==> config.mk <==
export PLATFORM = sky130hd
export DESIGN_NAME = sorted_priority_queue
export DESIGN_NICKNAME = d
export VERILOG_FILES = /design/src/rtl/spq_pkg.sv /design/src/rtl/spq_ctrl.sv /design/src/rtl/spq_dpath.sv /design/src/rtl/sorted_priority_queue.sv
export SDC_FILE = /design/constraint.sdc
export NUM_CORES = 1
export LEC_CHECK = 0
export BUFFER_PORTS_ARGS = -buffer_cell sky130_fd_sc_hd__buf_2
export CORE_UTILIZATION = 55
export DETAILED_ROUTE_END_ITERATION = 12
export PLACE_DENSITY = 0.72
export SLEW_MARGIN = 20
export SYNTH_ARGS = -nofsm -noshare
export SYNTH_HDL_FRONTEND = slang
export SYNTH_SLANG_ARGS = --single-unit
==> constraint.sdc <==
create_clock -name clk -period 5.1 [get_ports clk]
set_input_delay 0.255 -clock clk [delete_from_list [all_inputs] [get_ports clk]]
set_output_delay 0.255 -clock clk [all_outputs]
set_load 0.02 [all_outputs]
==> src/rtl/spq_pkg.sv <==
// Shared types and codes for the sorted priority queue.
// Used by spq_ctrl, spq_dpath, the top level and the checker.
`timescale 1ns / 1ps
`default_nettype none
package spq_pkg;

    localparam int DATA_W  = 32;
    localparam int COUNT_W = 4;
    localparam int STATUS_W = 2;

    // item opcodes
    localparam logic MODE_INSERT = 1'b0;
    localparam logic MODE_REMOVE = 1'b1;

    // result status codes
    localparam logic [STATUS_W-1:0] ST_DONE  = 2'd0;
    localparam logic [STATUS_W-1:0] ST_FULL  = 2'd1;
    localparam logic [STATUS_W-1:0] ST_EMPTY = 2'd2;

    // controller -> datapath commands
    typedef struct packed {
        logic capture;  // latch the incoming item
        logic execute;  // update the store and load the result register
    } spq_cmd_t;

endpackage
`default_nettype wire

==> src/rtl/spq_ctrl.sv <==
// Controller for the sorted priority queue: item sequencing and output valid.
// Depends on spq_pkg; drives spq_dpath through spq_cmd_t.
`timescale 1ns / 1ps
`default_nettype none
module spq_ctrl (
    input  wire logic            clk,
    input  wire logic            rst_n,
    input  wire logic            in_valid,
    output logic                 in_stall,
    output logic                 out_valid,
    input  wire logic            out_stall,
    output spq_pkg::spq_cmd_t    cmd
);
    import spq_pkg::*;

    typedef enum logic {
        S_IDLE,
        S_EXEC
    } state_t;

    state_t state_reg;
    state_t state_next;
    logic   out_valid_reg;
    logic   out_valid_next;
    logic   accept;

    // a held result blocks intake until it is taken
    assign in_stall  = (state_reg != S_IDLE) | (out_valid_reg & out_stall);
    assign accept    = in_valid & ~in_stall;
    assign out_valid = out_valid_reg;

    assign cmd.capture = accept;
    assign cmd.execute = (state_reg == S_EXEC);

    always_comb
    begin
        state_next     = state_reg;
        out_valid_next = out_valid_reg & out_stall;
        case (state_reg)
            S_IDLE:
            begin
                if (accept)
                begin
                    state_next = S_EXEC;
                end
            end
            S_EXEC:
            begin
                // output register is free here: intake required it drained
                state_next     = S_IDLE;
                out_valid_next = 1'b1;
            end
            default:
            begin
                state_next = S_IDLE;
            end
        endcase
    end

    always_ff @(posedge clk or negedge rst_n)
    begin
        if (!rst_n)
        begin
            state_reg     <= S_IDLE;
            out_valid_reg <= 1'b0;
        end
        else
        begin
            state_reg     <= state_next;
            out_valid_reg <= out_valid_next;
        end
    end

endmodule
`default_nettype wire

==> src/rtl/spq_dpath.sv <==
// Datapath for the sorted priority queue: row of sorted entry cells,
// fill count and result register. Depends on spq_pkg.
`timescale 1ns / 1ps
`default_nettype none
module spq_dpath #(
    parameter int DEPTH = 8
) (
    input  wire logic                                 clk,
    input  wire logic                                 rst_n,
    input  wire spq_pkg::spq_cmd_t                    cmd,
    input  wire logic                                 mode,
    input  wire logic signed [spq_pkg::DATA_W-1:0]    value,
    output logic signed [spq_pkg::DATA_W-1:0]         removed_value,
    output logic [spq_pkg::STATUS_W-1:0]              status,
    output logic [spq_pkg::COUNT_W-1:0]               count
);
    import spq_pkg::*;

    localparam int CW = $clog2(DEPTH + 1);

    logic                     mode_reg;
    logic signed [DATA_W-1:0] value_reg;

    logic signed [DATA_W-1:0] entry_reg  [DEPTH];
    logic signed [DATA_W-1:0] entry_next [DEPTH];
    logic [CW-1:0]            fill_reg;
    logic [CW-1:0]            fill_next;

    logic signed [DATA_W-1:0] removed_reg;
    logic signed [DATA_W-1:0] removed_next;
    logic [STATUS_W-1:0]      status_reg;
    logic [STATUS_W-1:0]      status_next;
    logic [COUNT_W-1:0]       count_reg;
    logic [CW+COUNT_W-1:0]    fill_wide;

    logic [DEPTH-1:0]         keep;      // occupied and >= new value
    logic signed [DATA_W-1:0] ins_val [DEPTH];
    logic signed [DATA_W-1:0] rem_val [DEPTH];
    logic                     full;
    logic                     empty;

    assign full  = (fill_reg == CW'(DEPTH));
    assign empty = (fill_reg == '0);

    // each cell compares its own entry; keep[] is a prefix of the sorted row
    for (genvar i = 0; i < DEPTH; i++)
    begin : g_cell
        assign keep[i] = (CW'(i) < fill_reg) && (entry_reg[i] >= value_reg);
        if (i == 0)
        begin : g_head
            assign ins_val[i] = keep[i] ? entry_reg[i] : value_reg;
        end
        else
        begin : g_body
            assign ins_val[i] = keep[i]     ? entry_reg[i] :
                                keep[i-1]   ? value_reg    : entry_reg[i-1];
        end
        if (i == DEPTH - 1)
        begin : g_tail
            assign rem_val[i] = entry_reg[i];
        end
        else
        begin : g_shift
            assign rem_val[i] = entry_reg[i+1];
        end
    end

    always_comb
    begin
        entry_next   = entry_reg;
        fill_next    = fill_reg;
        removed_next = '0;
        status_next  = ST_DONE;
        if (mode_reg == MODE_INSERT)
        begin
            if (full)
            begin
                status_next = ST_FULL;
            end
            else
            begin
                entry_next = ins_val;
                fill_next  = fill_reg + CW'(1);
            end
        end
        else
        begin
            if (empty)
            begin
                status_next = ST_EMPTY;
            end
            else
            begin
                removed_next = entry_reg[0];
                entry_next   = rem_val;
                fill_next    = fill_reg - CW'(1);
            end
        end
    end

    assign fill_wide = {{COUNT_W{1'b0}}, fill_next};

    always_ff @(posedge clk or negedge rst_n)
    begin
        if (!rst_n)
        begin
            fill_reg <= '0;
        end
        else if (cmd.execute)
        begin
            fill_reg <= fill_next;
        end
    end

    // payload registers, no reset
    always_ff @(posedge clk)
    begin
        if (cmd.capture)
        begin
            mode_reg  <= mode;
            value_reg <= value;
        end
        if (cmd.execute)
        begin
            entry_reg   <= entry_next;
            removed_reg <= removed_next;
            status_reg  <= status_next;
            count_reg   <= fill_wide[COUNT_W-1:0];
        end
    end

    assign removed_value = removed_reg;
    assign status        = status_reg;
    assign count         = count_reg;

endmodule
`default_nettype wire

==> src/rtl/sorted_priority_queue.sv <==
// Top level of the sorted priority queue (largest first).
// Depends on spq_pkg, spq_ctrl and spq_dpath.
//
// Usage:
//   Input channel (in_valid / in_stall, fields mode, value): mode 0 inserts
//   value behind every stored entry >= value; mode 1 removes the largest
//   (oldest of equal largest) entry. One transfer per edge with valid high
//   and stall low.
//   Output channel (out_valid / out_stall, fields removed_value, status,
//   count): exactly one result per item, in item order. status is done,
//   full (insert refused) or empty (remove refused); count is the number
//   of stored entries after the item, low 4 bits.
//   An item taken in the idle state moves to the controller's execute step,
//   where every cell of the entry row compares against the new value and
//   shifts in parallel, and its result is loaded into the output register.
//   Intake stays closed during the execute step, so a new item is not taken
//   before the last one is through; intake reopens once the result register is free.
//   Receiver stall: the result holds in the output register; in_stall stays
//   high while it waits, so nothing is lost.
//   Reset (rst_n low, asynchronous): queue empty, no result pending.
//   Stored entries are not cleared; only occupied cells affect any result.
`timescale 1ns / 1ps
`default_nettype none
module sorted_priority_queue #(
    parameter int DEPTH = 8
) (
    input  wire logic                                 clk,
    input  wire logic                                 rst_n,
    input  wire logic                                 in_valid,
    output logic                                      in_stall,
    input  wire logic                                 mode,
    input  wire logic signed [spq_pkg::DATA_W-1:0]    value,
    output logic                                      out_valid,
    input  wire logic                                 out_stall,
    output logic signed [spq_pkg::DATA_W-1:0]         removed_value,
    output logic [spq_pkg::STATUS_W-1:0]              status,
    output logic [spq_pkg::COUNT_W-1:0]               count
);
    import spq_pkg::*;

    spq_cmd_t cmd;

    spq_ctrl u_ctrl (
        .clk       (clk),
        .rst_n     (rst_n),
        .in_valid  (in_valid),
        .in_stall  (in_stall),
        .out_valid (out_valid),
        .out_stall (out_stall),
        .cmd       (cmd)
    );

    spq_dpath #(
        .DEPTH (DEPTH)
    ) u_dpath (
        .clk           (clk),
        .rst_n         (rst_n),
        .cmd           (cmd),
        .mode          (mode),
        .value         (value),
        .removed_value (removed_value),
        .status        (status),
        .count         (count)
    );

endmodule
`default_nettype wire

Yosys cells after proc, flatten, opt, wreduce, memory -nomap -nowiden
Index checks and enable logic that the tools add are counted.
{"block": "totals", "input_bits": 37, "out_inout_bits": 40, "word_cells": 97, "regBits": 333}
{"block": "op_classes", "addsub": 2, "eq_ne": 10, "magnitude_cmp": 16, "n_bitwise": 8, "mux": 27, "reduce_logical": 18}
{"op": "$mux 256", "count": 3}
{"op": "$mux 32", "count": 15}
{"op": "$ge 32x32->1", "count": 8}
{"op": "$reduce_and 4->1", "count": 8}
{"op": "$lt 3x4->1 const A", "count": 4}
{"op": "$ne 2x1->1 const B", "count": 8}
{"op": "$mux 4", "count": 3}
{"op": "$logic_and 1x1->1", "count": 8}
{"op": "$lt 1x4->1 const A", "count": 2}
{"op": "$lt 2x4->1 const A", "count": 2}
{"op": "$not 1->1", "count": 5}
{"op": "$add 4x1->4 const B", "count": 1}
{"op": "$eq 4x4->1 const B", "count": 1}
{"op": "$logic_not 4->1", "count": 1}
{"op": "$mux 2", "count": 2}
{"op": "$sub 4x1->4 const B", "count": 1}
{"op": "$mux 1", "count": 3}
{"op": "$and 1x1->1", "count": 2}
{"op": "$ne 2x2->1 const B", "count": 1}
{"op": "$pmux 1 s2", "count": 1}
{"op": "$reduce_or 2->1", "count": 1}
{"op": "$or 1x1->1", "count": 1}

Longest topological paths before layout
{"block": "logic_depth", "ltp_word": 6, "mapped_depth": 11, "depth_no_buf": 9}

By module
Synthesis repeated with hierarchy kept, for this count alone.
{"block": "hier_totals", "hier_cells": 1974, "hier_area_um2": 21237.9}
{"module": "spq_dpath", "instances": 1, "cells_per_inst": 1966, "area_per_inst_um2": 21154.0, "seq_area_each_um2": 9919.5}
{"module": "spq_ctrl", "instances": 1, "cells_per_inst": 8, "area_per_inst_um2": 83.8, "seq_area_each_um2": 50.0}

Worst setup path before layout
OpenSTA, ideal clock, no wires.
{"block": "synth_timing", "path_kind": "reg2reg", "from": "register u_dpath.value_reg[30]", "to": "register u_dpath.entry_reg[64] in the netlist's numbering (enable)", "stages_incl_launch_ff": 11, "slack_ps": 942, "arrival_time_ps": 3729, "setup_ps": 430, "synth_period_minus_slack_ps": 4158, "required_time_ps": 4670, "path_buffers": 1, "path_cell_list": "edfxtp_1 > inv_1 > ha_1 > a21oi_1 > nand2_1 > a221oi_1 > o211ai_2 > mux2i_1 > or2_1 > buf_2 > a21boi_1"}
{"block": "synth_between", "elab_chain_len": 4}
{"item": "start: declaration", "line_no": "spq_dpath.sv:22", "text": "logic signed [DATA_W-1:0] value_reg;"}
{"item": "start signal: assignment", "line_no": "spq_dpath.sv:121", "text": "value_reg <= value;"}
{"item": "$ge 32x32->1", "line_no": "spq_dpath.sv:48", "text": "assign keep[i] = (CW'(i) < fill_reg) && (entry_reg[i] >= value_reg);"}
{"item": "$logic_and 1x1->1", "line_no": "spq_dpath.sv:48"}
{"item": "$ne 2x1->1 (no source line)"}
{"item": "$reduce_and 4->1 (no source line)"}
{"item": "end signal: assignment", "line_no": "spq_dpath.sv:125", "text": "entry_reg <= entry_next;"}
{"item": "end: declaration", "line_no": "spq_dpath.sv:24", "text": "logic signed [DATA_W-1:0] entry_reg [DEPTH];"}
Every way passes these cells.
A chain may end at the register's enable or synchronous reset.

Worst setup path in the final report
{"block": "layout_timing", "from": "register u_dpath.value_reg[31]", "to": "register u_dpath.entry_reg[149] in the netlist's numbering (enable)"}
Same word-level chain as after synthesis.

==> results.json <==
{
  "crit_type": "flop to flop",
  "worstPathArrival_ns": 4.13,
  "post-cts-setup-buffers": 0,
  "rsz0062_at_grt": "no",
  "hold_viol_final": 0,
  "synth-warning-count": 0,
  "gp_congestion": 0.967,
  "status": "completed",
  "finalSetupViolCount": 0,
  "fin_crit_ns": 3.93,
  "path_clk_slew_ns": 0.06,
  "layout-drive-gt1-share": 0.118,
  "root_buffer": "clkbuf_16",
  "slew_violations": 0,
  "die_w_um": 202,
  "worst_pin_slew_ns": 1.06,
  "dieHeight_um": 202,
  "critPathCaptureType": "flop",
  "holdWs_ns": 0.0494,
  "hold_path.class": "primary input to asynchronous set/reset pin",
  "ir_worst_vdd_v": 0.000289,
  "n_antenna_cell": 0,
  "ctsHtreeMaxLevel": 2,
  "grt.total_usage": 0.358,
  "layout_common_cells": "edfxtp_1, ha_1, nand2_1",
  "portBuffers": 76,
  "r2r_cells": 10,
  "viasPerCell": 6.97,
  "cp_max_fo": 32,
  "synth-seq-area-share": 0.454,
  "synth_enable_flop_cells": 327,
  "antenna_found_initial": 1,
  "grt_pass1_wl_um": 110000,
  "drt_iter0_drc": 2716,
  "required_ns": 5.30,
  "finalCritPeriodShare": 0.771,
  "yosysTopAreaCellShare": 0.447,
  "synthArstFlopShare": 0.0180,
  "overflow": 0,
  "grt_max_degree": 168,
  "seqPwrFrac": 0.375,
  "power_uw": 11600,
  "r2r_start": "u_dpath.value_reg[31]$_DFFE_PP_",
  "initial_core_util": 0.563,
  "grt_pass1_vias": 18000,
  "synth_cell_type_count": 72,
  "core_sq_um": 39000,
  "syn_area_sq_um": 22000,
  "ys_ff_latch": 333,
  "p_clk_frac": 0.246,
  "dieArea_sq_um": 40700,
  "synth_top_area_cell": "edfxtp_1",
  "pre_cts_slack_ns": 1.35,
  "maxSlewHeadroom": 0.288,
  "cts.sinks": 333,
  "routed_wl_um": 73200,
  "p_leak_uw": 0.00994,
  "num_vias": 18500,
  "syn2layout_area_growth_pct": 11.5,
  "skew_ns": 0.0140,
  "syn-num-nets": 2341,
  "p_per_area_nw_per_um2": 475,
  "power_frac_comb": 0.379,
  "synth_ff_type": "edfxtp_1",
  "seq_area_sq_um": 9970,
  "layout_setup_ws_ns": 1.17,
  "worstSkewPairLatency_ns": 0.57,
  "cts_buffer_depth": 3,
  "route.detailed.wl_per_inst_um": 27.6,
  "fill_cells": 3018,
  "multi_input_area_sq_um": 11100,
  "power.internal_uw": 7020,
  "p_switching_uw": 4630,
  "r2r_end": "u_dpath.entry_reg[149]$_DFFE_PP_",
  "ant_nets": 0,
  "power.share.switching": 0.397,
  "setup_tns_ns": 0,
  "final_common_cell": "edfxtp_1",
  "cts_buffers": 40,
  "cap_violations": 0,
  "hpwl_um": 49500,
  "largest_reg_flops": 256,
  "synth_cells": 2045,
  "dr.pass1.iters": 5,
  "postLayoutCoreUtil": 0.628,
  "synth_area_per_cell_sq_um": 10.7,
  "std_cell_rows": 72,
  "io_pins": 77,
  "timing.reg2reg.setup_slack_ns": 1.17,
  "drc": 0,
  "fmax_mhz": 254,
  "cp-start-kind": "flop",
  "startpoint": "u_dpath.value_reg[31]$_DFFE_PP_",
  "endpoint": "u_dpath.entry_reg[149]$_DFFE_PP_",
  "synth_area_leaders": "edfxtp_1, ha_1, o221ai_2",
  "fin_nets": 2400,
  "tritoncts": "yes"
}
## cells in the mapped netlist, types with 4 or more instances
master,number
edfxtp_1,327
o221ai_1,7
nor2_1,60
or4_1,4
o21ai_0,99
nor3_1,6
nand3_1,112
o221ai_2,58
and3_1,32
a2111oi_0,6
mux2i_1,4
clkbuf_1,107
nand4_1,69
and4_1,9
o2bb2ai_1,4
a221o_1,4
buf_2,7
buf_4,9
a21oi_1,85
buf_6,8
o21a_1,17
nand2_1,212
mux2_1,31
nor2b_1,36
nor4_1,7
or2_1,4
a31oi_1,33
and2_1,5
nand2b_1,9
dfrtp_1,6
inv_1,110
o211ai_1,6
a21o_1,80
a221oi_1,4
o21ai_1,62
ha_1,259
o311ai_1,65
a2bb2oi_1,31
## per-stage QoR
| step | std cells | cell area, sq um |
|---|---|---|
| after detailed placement | 2544 | 22900 |
| after global routing | 2651 | 24500 |
| after CTS | 2651 | 24500 |
| after floorplan | 2045 | 22000 |
| after global placement | 2544 | 22900 |
| final | 2651 | 24500 |
## final cells by class
class                      count  share of cell area
multi-input combinational   1469               0.453
sequential                   333               0.407
clock buffer                  54              0.0443
timing repair buffer         149              0.0441
tap                          518              0.0265
inverter                     111              0.0173
clock inverter                17             0.00746
## logic make-up after synthesis
logic type | Yosys count | synth area share
xor+xnor | 3 | 0.00120
mux | 38 | 0.0193
simple gates | 577 | 0.130
compound gates | 592 | 0.202
buf+inv | 243 | 0.0462
flops | 333 | 0.454
fa+ha+maj | 259 | 0.148
## metal layers
layer,part of all wire,track usage,wire length [um],vias up
met2,0.42,0.518,31000,1282
met1,0.42,0.522,30600,8966
met3,0.12,0.0788,9150,156
li1,-,-,-,8074
met4,0.034,0.138,2500,2
met5,0.00018,0.00714,13,-
## power groups by stage
stage | Sequential, uW | Combinational, uW | Clock [uW]
after CTS | 4330 | 4270 | 2880
after global placement | 4370 | 4100 | 0
final | 4370 | 4410 | 2870
after detailed placement | 4380 | 4220 | 0
after global routing | 4400 | 4690 | 2970
after floorplan | 4210 | 2890 | 0
## worst min-delay path by stage
stage / start / depth (start not counted) / slack, ns / to
final: rst_n / 2 / 0.05 / u_ctrl.state_reg$_DFF_PN0_
after CTS: rst_n / 2 / 0.02 / u_ctrl.state_reg$_DFF_PN0_
after global placement: rst_n / 1 / 0.09 / u_dpath.fill_reg[2]$_DFFE_PN0P_
after global routing: rst_n / 2 / 0.06 / u_ctrl.state_reg$_DFF_PN0_
after detailed placement: rst_n / 1 / 0.09 / u_dpath.fill_reg[2]$_DFFE_PN0P_
after floorplan: rst_n / 0 / -0.04 / u_ctrl.out_valid$_DFF_PN0_
## worst max-delay path, stage by stage (launching register included)
cell and delay [ns]:
edfxtp_1 0.38, inv_1 0.34, ha_1 0.34, nand4_1 0.29, nor4_1 0.54, o2bb2ai_1 0.20
nor3_1 0.08, a311o_1 0.30, and2_2 0.37, a21boi_4 0.20, buf_4 0.48
## what timing repair did
action | in CTS | in global routing
resized for setup | 0 | 0
hold endpoints to repair | 41 | 0
hold buffers | 36 | 0
Power figures use the tool's default switching activity.
